$ cat config.mk
export PLATFORM = sky130hd
export DESIGN_NAME = fasta_undefined_run_finder_core
export DESIGN_NICKNAME = d
export VERILOG_FILES = /design/src/sv/furf_pkg.sv /design/src/sv/fasta_undefined_run_finder_core.sv
export SDC_FILE = /design/constraint.sdc
export NUM_CORES = 1
export LEC_CHECK = 0
export BUFFER_PORTS_ARGS = -buffer_cell sky130_fd_sc_hd__buf_4
export CAP_MARGIN = 20
export CORE_ASPECT_RATIO = 1.5
export CORE_MARGIN = 8
export CORE_UTILIZATION = 60
export CTS_BUF_LIST = sky130_fd_sc_hd__clkbuf_16
export CTS_CLUSTER_SIZE = 25
export DETAILED_ROUTE_END_ITERATION = 10
export GPL_TIMING_DRIVEN = 1
export PLACE_DENSITY = 0.8
export SYNTH_ARGS = -nofsm -noshare
export SYNTH_HDL_FRONTEND = slang
export SYNTH_SLANG_ARGS = --single-unit
$ cat constraint.sdc
create_clock -name i_clk -period 15.6 [get_ports i_clk]
set_input_delay 4.68 -clock i_clk [delete_from_list [all_inputs] [get_ports i_clk]]
set_output_delay 4.68 -clock i_clk [all_outputs]
set_load 0.1 [all_outputs]
$ cat src/sv/furf_pkg.sv
`timescale 1ns / 1ps

package furf_pkg;

    // Field widths
    localparam int DATA_BITS         = 8;
    localparam int OUT_BITS          = 48;
    localparam int POSITION_BITS_DEF = 48;

    // Characters the parser looks for
    localparam logic [DATA_BITS-1:0] CH_HEADER  = 8'h3E;  // '>'
    localparam logic [DATA_BITS-1:0] CH_NEWLINE = 8'h0A;  // '\n'
    localparam logic [DATA_BITS-1:0] CH_UP_A    = 8'h41;
    localparam logic [DATA_BITS-1:0] CH_UP_C    = 8'h43;
    localparam logic [DATA_BITS-1:0] CH_UP_G    = 8'h47;
    localparam logic [DATA_BITS-1:0] CH_UP_T    = 8'h54;
    localparam logic [DATA_BITS-1:0] CH_LO_A    = 8'h61;
    localparam logic [DATA_BITS-1:0] CH_LO_C    = 8'h63;
    localparam logic [DATA_BITS-1:0] CH_LO_G    = 8'h67;
    localparam logic [DATA_BITS-1:0] CH_LO_T    = 8'h74;

    // Input request: one byte of text
    typedef struct packed {
        logic [DATA_BITS-1:0] data_byte;
        logic                 end_of_stream;
    } t_in_req;

    // Output request: one undefined run
    typedef struct packed {
        logic [OUT_BITS-1:0] run_start;
        logic [OUT_BITS-1:0] run_end;
        logic [OUT_BITS-1:0] run_length;
    } t_out_req;

    // A, C, G or T in either case
    function automatic logic is_defined_base(input logic [DATA_BITS-1:0] b);
        is_defined_base = b inside {CH_UP_A, CH_UP_C, CH_UP_G, CH_UP_T,
                                    CH_LO_A, CH_LO_C, CH_LO_G, CH_LO_T};
    endfunction

endpackage

$ cat src/sv/fasta_undefined_run_finder_core.sv
`timescale 1ns / 1ps

// Scans FASTA text one byte per request and reports each run of bases that
// are not A, C, G or T (either case). Header lines ('>' through newline) and
// newlines are skipped; every other byte is a base at a 1-based position
// that saturates at 2^POSITION_BITS - 1. A run is reported when a defined
// base ends it, or after the byte marked end_of_stream, which also returns
// the block to its reset state. One byte is taken every clock cycle while the
// result side does not stall; a byte passes an input register and one stage
// of parse logic into the result register. Both sides stall through
// valid/ready; while a result waits unaccepted the parse stage holds, so
// the input register takes at most one more byte and then the input stalls
// until the result is taken.
module fasta_undefined_run_finder_core
    import furf_pkg::*;
#(
    parameter int POSITION_BITS = POSITION_BITS_DEF
) (
    input  logic     i_clk,
    input  logic     i_rst_n,
    input  logic     i_in_valid,
    output logic     o_in_ready,
    input  t_in_req  i_in_data,
    output logic     o_out_valid,
    input  logic     i_out_ready,
    output t_out_req o_out_data
);

    localparam logic [POSITION_BITS-1:0] POS_MAX = '1;
    localparam logic [POSITION_BITS-1:0] POS_ONE = POSITION_BITS'(1);

    // Registers
    logic                     r_in_valid;
    t_in_req                  r_in;
    logic                     r_out_valid;
    t_out_req                 r_out;
    logic                     r_header;
    logic                     r_open;
    logic [POSITION_BITS-1:0] r_pos;
    logic [POSITION_BITS-1:0] r_start;

    logic                     n_header;
    logic                     n_open;
    logic [POSITION_BITS-1:0] n_pos;
    logic [POSITION_BITS-1:0] n_start;

    logic                     w_advance;
    logic                     w_emit;
    logic [POSITION_BITS-1:0] w_emit_start;
    logic [POSITION_BITS-1:0] w_emit_pos;
    logic [POSITION_BITS-1:0] w_last_raw;
    logic [POSITION_BITS-1:0] w_last;
    logic [POSITION_BITS-1:0] w_length;

    // Stage handshakes
    assign w_advance   = r_in_valid && (!r_out_valid || i_out_ready);
    assign o_in_ready  = !r_in_valid || w_advance;
    assign o_out_valid = r_out_valid;
    assign o_out_data  = r_out;

    // Parse one byte against the current state
    always_comb begin
        logic                     b_open;
        logic [POSITION_BITS-1:0] b_pos;
        logic [POSITION_BITS-1:0] b_start;
        logic                     b_emit;

        n_header = r_header;
        b_open   = r_open;
        b_pos    = r_pos;
        b_start  = r_start;
        b_emit   = 1'b0;

        if (r_header) begin
            if (r_in.data_byte == CH_NEWLINE) begin
                n_header = 1'b0;
            end
        end else if (r_in.data_byte == CH_HEADER) begin
            n_header = 1'b1;
        end else if (r_in.data_byte != CH_NEWLINE) begin
            if (!is_defined_base(r_in.data_byte)) begin
                if (!r_open) begin
                    b_open  = 1'b1;
                    b_start = r_pos;
                end
            end else if (r_open) begin
                // defined base closes the run
                b_emit = 1'b1;
                b_open = 1'b0;
            end
            if (r_pos != POS_MAX) begin
                b_pos = r_pos + POS_ONE;
            end
        end

        w_emit       = b_emit;
        w_emit_start = b_start;
        w_emit_pos   = b_emit ? r_pos : b_pos;
        n_open       = b_open;
        n_pos        = b_pos;
        n_start      = b_start;

        // End of stream: flush open run, back to reset state
        if (r_in.end_of_stream) begin
            if (b_open) begin
                w_emit = 1'b1;
            end
            n_header = 1'b0;
            n_open   = 1'b0;
            n_pos    = POS_ONE;
            n_start  = '0;
        end
    end

    // Run bounds; end clamps to start when the position has saturated
    assign w_last_raw = w_emit_pos - POS_ONE;
    assign w_last     = (w_last_raw < w_emit_start) ? w_emit_start : w_last_raw;
    assign w_length   = w_last - w_emit_start + POS_ONE;

    // Input register
    always_ff @(posedge i_clk) begin
        if (!i_rst_n) begin
            r_in_valid <= 1'b0;
        end else if (o_in_ready) begin
            r_in_valid <= i_in_valid;
        end
        if (o_in_ready && i_in_valid) begin
            r_in <= i_in_data;
        end
    end

    // Parser state
    always_ff @(posedge i_clk) begin
        if (!i_rst_n) begin
            r_header <= 1'b0;
            r_open   <= 1'b0;
            r_pos    <= POS_ONE;
            r_start  <= '0;
        end else if (w_advance) begin
            r_header <= n_header;
            r_open   <= n_open;
            r_pos    <= n_pos;
            r_start  <= n_start;
        end
    end

    // Result register
    always_ff @(posedge i_clk) begin
        if (!i_rst_n) begin
            r_out_valid <= 1'b0;
        end else if (w_advance && w_emit) begin
            r_out_valid <= 1'b1;
        end else if (i_out_ready) begin
            r_out_valid <= 1'b0;
        end
        if (w_advance && w_emit) begin
            r_out.run_start  <= OUT_BITS'(w_emit_start);
            r_out.run_end    <= OUT_BITS'(w_last);
            r_out.run_length <= OUT_BITS'(w_length);
        end
    end

`ifndef NO_ASSERTIONS
    // A reported run is never empty and starts at a real position
    a_start_nonzero: assert property (@(posedge i_clk) disable iff (!i_rst_n)
        r_out_valid |-> (r_out.run_start != '0 && r_out.run_length != '0))
        else $error("run reported with zero start or length");

    // Length agrees with the bounds
    a_length_match: assert property (@(posedge i_clk) disable iff (!i_rst_n)
        r_out_valid |->
            (r_out.run_length == OUT_BITS'(r_out.run_end - r_out.run_start + 1'b1)))
        else $error("run length does not match bounds");

    // End of stream returns the parser to its reset state
    a_eos_reset: assert property (@(posedge i_clk) disable iff (!i_rst_n)
        (w_advance && r_in.end_of_stream) |=> (r_pos == POS_ONE && !r_open && !r_header))
        else $error("parser state not cleared after end of stream");

    // No new result may overwrite one still waiting
    a_no_overwrite: assert property (@(posedge i_clk) disable iff (!i_rst_n)
        (r_out_valid && !i_out_ready) |-> !w_advance)
        else $error("parse stage advanced into a stalled result");
`endif

endmodule

* Yosys cells after proc, flatten, opt, wreduce, memory -nomap -nowiden
Cells that the tools add are included.
** Storage, ports and cells
- Flip-flop bits (word level) :: 253
- Input port bits :: 13
** Operators by class
- Add/subtract/negate cells :: 4
- $lt $le $gt $ge :: 1
- Eq/ne operators :: 12
- Multiplexer cells :: 31
- Reduce and logical (&&, ||, !) cells :: 9
** Operators by type and width (count)
- $mux 48 :: 13
- $add 48x1->48 const B :: 2
- $eq 8x7->1 const B :: 8
- $lt 48x48->1 :: 1
- $ne 48x48->1 const B :: 1
- $sub 48x1->48 const B :: 1
- $sub 48x48->48 :: 1
- $mux 1 :: 18
- $eq 8x4->1 const B :: 1
- $eq 8x6->1 const B :: 1
- $ne 8x4->1 const B :: 1
- $reduce_bool 8->1 :: 1
- $logic_and 1x1->1 :: 3
- $logic_not 1->1 :: 2
- $logic_or 1x1->1 :: 2
- $reduce_bool 2->1 :: 1

* Longest topological paths before layout
- Depth in word-level cells :: 12
- Gate-level depth with buffers :: 45
- Mapped depth without buffers :: 39

* Worst setup path before layout
Ideal clock, no wire load.
- Kind :: input-to-reg
- From :: input port i_out_ready
- To :: register r_out, in the netlist o_out_data[0] (enable)
- Data arrival time :: 12302 ps
- Required time :: 14903 ps
- Slack :: 2601 ps
- Cell stages on the path :: 5
- Cell sequence :: nor2b_1 -> nand2b_1 -> clkbuf_1 -> clkbuf_1 -> a21oi_1
** On the way
- Word-level cells in the longest chain between the ends :: 3
** Ends and longest elaborated chain
- start: declaration :: RTL line fasta_undefined_run_finder_core.sv:25 : input logic i_out_ready,
- $logic_or 1x1->1 :: RTL line fasta_undefined_run_finder_core.sv:56 : assign w_advance = r_in_valid && (!r_out_valid || i_out_ready);
- $logic_and 1x1->1 :: RTL line fasta_undefined_run_finder_core.sv:56
- $logic_and 1x1->1 :: RTL line fasta_undefined_run_finder_core.sv:156 : if (w_advance && w_emit) begin
- end: declaration :: RTL line fasta_undefined_run_finder_core.sv:36 : t_out_req r_out;
Every way passes these cells.
A chain may end at the register's enable or synchronous reset.

* Worst setup path after layout
- From :: register r_pos[0]
- To :: register r_out, in the netlist o_out_data[46] (data pin)
** On the way
- Word-level cells in the longest chain between the ends :: 11
- Elaborated cells between the ends (all ways) :: 17
- Those cells by class :: add/sub (4); order compare (1); eq/ne (1); mux (11)
** Ends and longest elaborated chain
- start: declaration :: RTL line fasta_undefined_run_finder_core.sv:39 : logic [POSITION_BITS-1:0] r_pos;
- start signal: assignment :: RTL line fasta_undefined_run_finder_core.sv:142 : r_pos <= n_pos;
- $add 48x1->48 / $ne 48x48->1 (equally long branches) :: RTL line fasta_undefined_run_finder_core.sv:92, fasta_undefined_run_finder_core.sv:91
- $mux 48 :: RTL line fasta_undefined_run_finder_core.sv:91 : if (r_pos != POS_MAX) begin
- $mux 48 :: RTL line fasta_undefined_run_finder_core.sv:80 : end else if (r_in.data_byte != CH_NEWLINE) begin
- $mux 48 :: RTL line fasta_undefined_run_finder_core.sv:78 : end else if (r_in.data_byte == CH_HEADER) begin
- $mux 48 :: RTL line fasta_undefined_run_finder_core.sv:74 : if (r_header) begin
- $mux 48 :: RTL line fasta_undefined_run_finder_core.sv:98 : w_emit_pos = b_emit ? r_pos : b_pos;
- $sub 48x1->48 :: RTL line fasta_undefined_run_finder_core.sv:116 : assign w_last_raw = w_emit_pos - POS_ONE;
- $lt 48x48->1 :: RTL line fasta_undefined_run_finder_core.sv:117 : assign w_last = (w_last_raw < w_emit_start) ? w_emit_start : w_last_raw;
- $mux 48 * :: RTL line fasta_undefined_run_finder_core.sv:117
- via w_last[2] :: RTL line fasta_undefined_run_finder_core.sv:52 : logic [POSITION_BITS-1:0] w_last;
- $sub 48x48->48 * :: RTL line fasta_undefined_run_finder_core.sv:118 : assign w_length = w_last - w_emit_start + POS_ONE;
- $add 48x1->48 * :: RTL line fasta_undefined_run_finder_core.sv:118
- via w_length[46] :: RTL line fasta_undefined_run_finder_core.sv:53 : logic [POSITION_BITS-1:0] w_length;
The timed path passes the listed nets; every way through them passes the cells marked *.

==> results.json <==
{
  "worst_clock_skew_ns": 0.0192,
  "first_iter_violations": 1227,
  "postLayoutCellArea_um2": 19500,
  "worst_setup_path_start_kind": "flip-flop",
  "synth_cell_type_count": 88,
  "min-delay-start": "r_start[36]",
  "reg2reg_from": "r_pos[0]",
  "path_max_fanout": 45,
  "viasPerCell": 6.25,
  "post_synth_instance_area_um2": 17300,
  "crit_start": "r_pos[0]",
  "grt_pass1_vias": 14200,
  "globalRouteOverflowTotal": 0,
  "totalWireLength_mm": 47.9,
  "cts_resized": 0,
  "crit_path_max_delay_family": "simple AND/OR/NAND/NOR gates",
  "synth_area_leader_cell": "sky130_fd_sc_hd__edfxtp_1",
  "tot_pwr_mw": 3.23,
  "post_synthesis_net_count": 2012,
  "relSlewSlack": 0.269,
  "areaGrowthSynthToFinish_pct": 12.7,
  "drc": 0,
  "power_per_cell_area_nw_per_um2": 166,
  "hpwl_mm": 36.0,
  "synthesis.instances": 1857,
  "postCtsSetupBuffers": 0,
  "timing.final.hold_violations": 0,
  "yosys_warnings": 0,
  "final_layout_size_suffix_gt1_frac": 0.159,
  "maxCapViolations": 0,
  "die_area_um2": 34700,
  "gpl.final_weighted_congestion": 0.958,
  "die_height_um": 224,
  "finalCriticalPeriod_ns": 11.09,
  "grt_resource_usage_total": 0.268,
  "place_area_um2": 18700,
  "status": "completed",
  "start_util": 0.605,
  "arrival_ns": 11.38,
  "vias_post_dr": 14700,
  "commonest_non_fill_non_tap_cells_in_the_layout": "sky130_fd_sc_hd__buf_4 (177), sky130_fd_sc_hd__edfxtp_1 (153), sky130_fd_sc_hd__ha_1 (141)",
  "cts.root.buffer_cell": "sky130_fd_sc_hd__clkbuf_16",
  "setup_viol": 0,
  "hold_class": "flip-flop to flip-flop",
  "crit_type": "flip-flop to flip-flop",
  "yosys-top-cells-area": "sky130_fd_sc_hd__edfxtp_1 (27%), sky130_fd_sc_hd__dfxtp_1 (12%), sky130_fd_sc_hd__ha_1 (10%)",
  "fin_hold_ws_ns": 0.531,
  "max_freq_mhz": 90.1,
  "critical_path.n_buffers_inverters": 2,
  "final_net_count": 2103,
  "flip_flop_cell_with_the_highest_count_after_synthesis": "sky130_fd_sc_hd__edfxtp_1",
  "timing.critical_path.required_ns": 15.89,
  "route.antenna.remaining_nets": 0,
  "cts_hold_repair.buffers": 0,
  "synth-seq-area-share": 0.381,
  "clock_tree.htree_level_count": 1,
  "synth_enable_flop_cells": 153,
  "cts_buffer_depth": 3,
  "post-route-period-util": 0.711,
  "floorplan.io_pins": 159,
  "clock_insertion_delay_worst_skew_ns": 0.54,
  "fin_tns_setup_ns": 0,
  "commonest_non_fill_non_tap_cell_in_the_layout": "sky130_fd_sc_hd__buf_4",
  "post_drt_wl_per_cell_um": 20.3,
  "slowest_stage": "sky130_fd_sc_hd__dfxtp_1",
  "critPathMostFrequentCell": "sky130_fd_sc_hd__ha_1",
  "dr.pass1.iters": 5,
  "cts_sinks": 253,
  "row_count": 76,
  "grt_pass1_wl_mm": 75.5,
  "timing.critical_path.slowest_cell_delay_ns": 0.68,
  "synth.top_cell.area_share": 0.265,
  "die_width_um": 155,
  "synth-seq-cells": 253,
  "synth-async-reset-ratio": 0,
  "core_region_area_um2": 28600,
  "grt_max_degree": 101,
  "tritoncts": "built",
  "worst_setup_hold_path_clk_slew_ns": 0.07,
  "tightest_pin_transition_ns": 1.09,
  "drv_slew": 0,
  "num_antenna_cells": 0,
  "tritoncts.num_buffers": 25,
  "p_leak_nw": 7.89,
  "syn_avg_cell_area_um2": 9.33,
  "rsz0062_at_grt": "false",
  "endpoint_kind": "flip-flop",
  "antenna_found_initial": 0,
  "max-vdd-ir-drop_v": 0.0000950,
  "io_buffer_count": 158
}
-- worst min-delay path, delay by kind of cell, from the launching register on --
| kind | cells | cell delay, ns |
|---|---|---|
| flip-flops | 1 | 0.32 |
| AND/OR/NAND/NOR | 1 | 0.10 |
| AO/OA/AOI/OAI | 1 | 0.08 |
-- state kept, by name (all words and copies together) (netlist names) --
name / count
r_header: 1
o_out_data: 144
r_in: 9
o_out_valid: 1
r_pos: 48
r_in_valid: 1
r_open: 1
r_start: 48
-- report_power, final --
part,switching (mW),internal (mW)
sequential,0.0166,0.853
clock,0.259,0.342
combinational,1.14,0.621
total,1.42,1.82
-- cell families (layout without fill, tap and decap cells) --
kind of cell,Yosys count,after routing,synth area share
buffers and inverters,191,299,0.0449
and+or+nand+nor,629,629,0.196
AOI/OAI and AO/OA,433,433,0.159
DFF,253,253,0.381
muxes,83,83,0.0516
adders and majority gates,142,142,0.103
xor gates and xnor gates,126,126,0.0646
-- cell type report --
type                            instances  area (um2)
Multi-Input combinational cell       1413        9990
Tap cell                              390         488
Inverter                               77         289
Fill cell                            2230        9100
Clock buffer                           25         626
Sequential cell                       253        6600
Timing Repair Buffer                  178        1360
Clock inverter                         19         180
-- per-layer routing --
layer / routed length, um / GRT usage / vias to the layer above
met5: 0 / 0 / -
met4: 2020 / 0.122 / 0
met3: 3100 / 0.0355 / 125
met2: 22400 / 0.445 / 613
met1: 20400 / 0.343 / 6975
li1: - / - / 7008
-- synthesized netlist by cell type, types with 38 or more instances --
| cell type | instances |
|---|---|
| sky130_fd_sc_hd__nand3_1 | 55 |
| sky130_fd_sc_hd__a21oi_1 | 111 |
| sky130_fd_sc_hd__nor2b_1 | 56 |
| sky130_fd_sc_hd__mux2_2 | 50 |
| sky130_fd_sc_hd__dfxtp_1 | 100 |
| sky130_fd_sc_hd__nor3_1 | 49 |
| sky130_fd_sc_hd__xnor2_1 | 81 |
| sky130_fd_sc_hd__nor2_1 | 107 |
| sky130_fd_sc_hd__ha_1 | 141 |
| sky130_fd_sc_hd__nand2_1 | 122 |
| sky130_fd_sc_hd__o21ai_0 | 126 |
| sky130_fd_sc_hd__nand4_1 | 53 |
| sky130_fd_sc_hd__inv_1 | 77 |
| sky130_fd_sc_hd__clkbuf_1 | 69 |
| sky130_fd_sc_hd__edfxtp_1 | 153 |
| sky130_fd_sc_hd__xor2_1 | 43 |
| sky130_fd_sc_hd__a21o_1 | 38 |
-- stage by stage --
stage / setup WS [ns] / util / std cells
global placement: 4.92 / 0.653 / 2310
finish: 4.51 / 0.682 / 2355
global route: 3.84 / 0.682 / 2355
detailed placement: 4.66 / 0.653 / 2310
CTS: 4.62 / 0.681 / 2354
floorplan: 2.60 / - / 1857
-- path summary, 6_finish.rpt --
path,to,slack [ns],cells after the start
worst max-delay path,o_out_data[46],4.51,37
worst min register to register,r_start[36],0.53,2
worst max register to register,o_out_data[46],4.51,37
worst min-delay path,r_start[36],0.53,2
No activity file was read; power rests on OpenSTA's default activity.
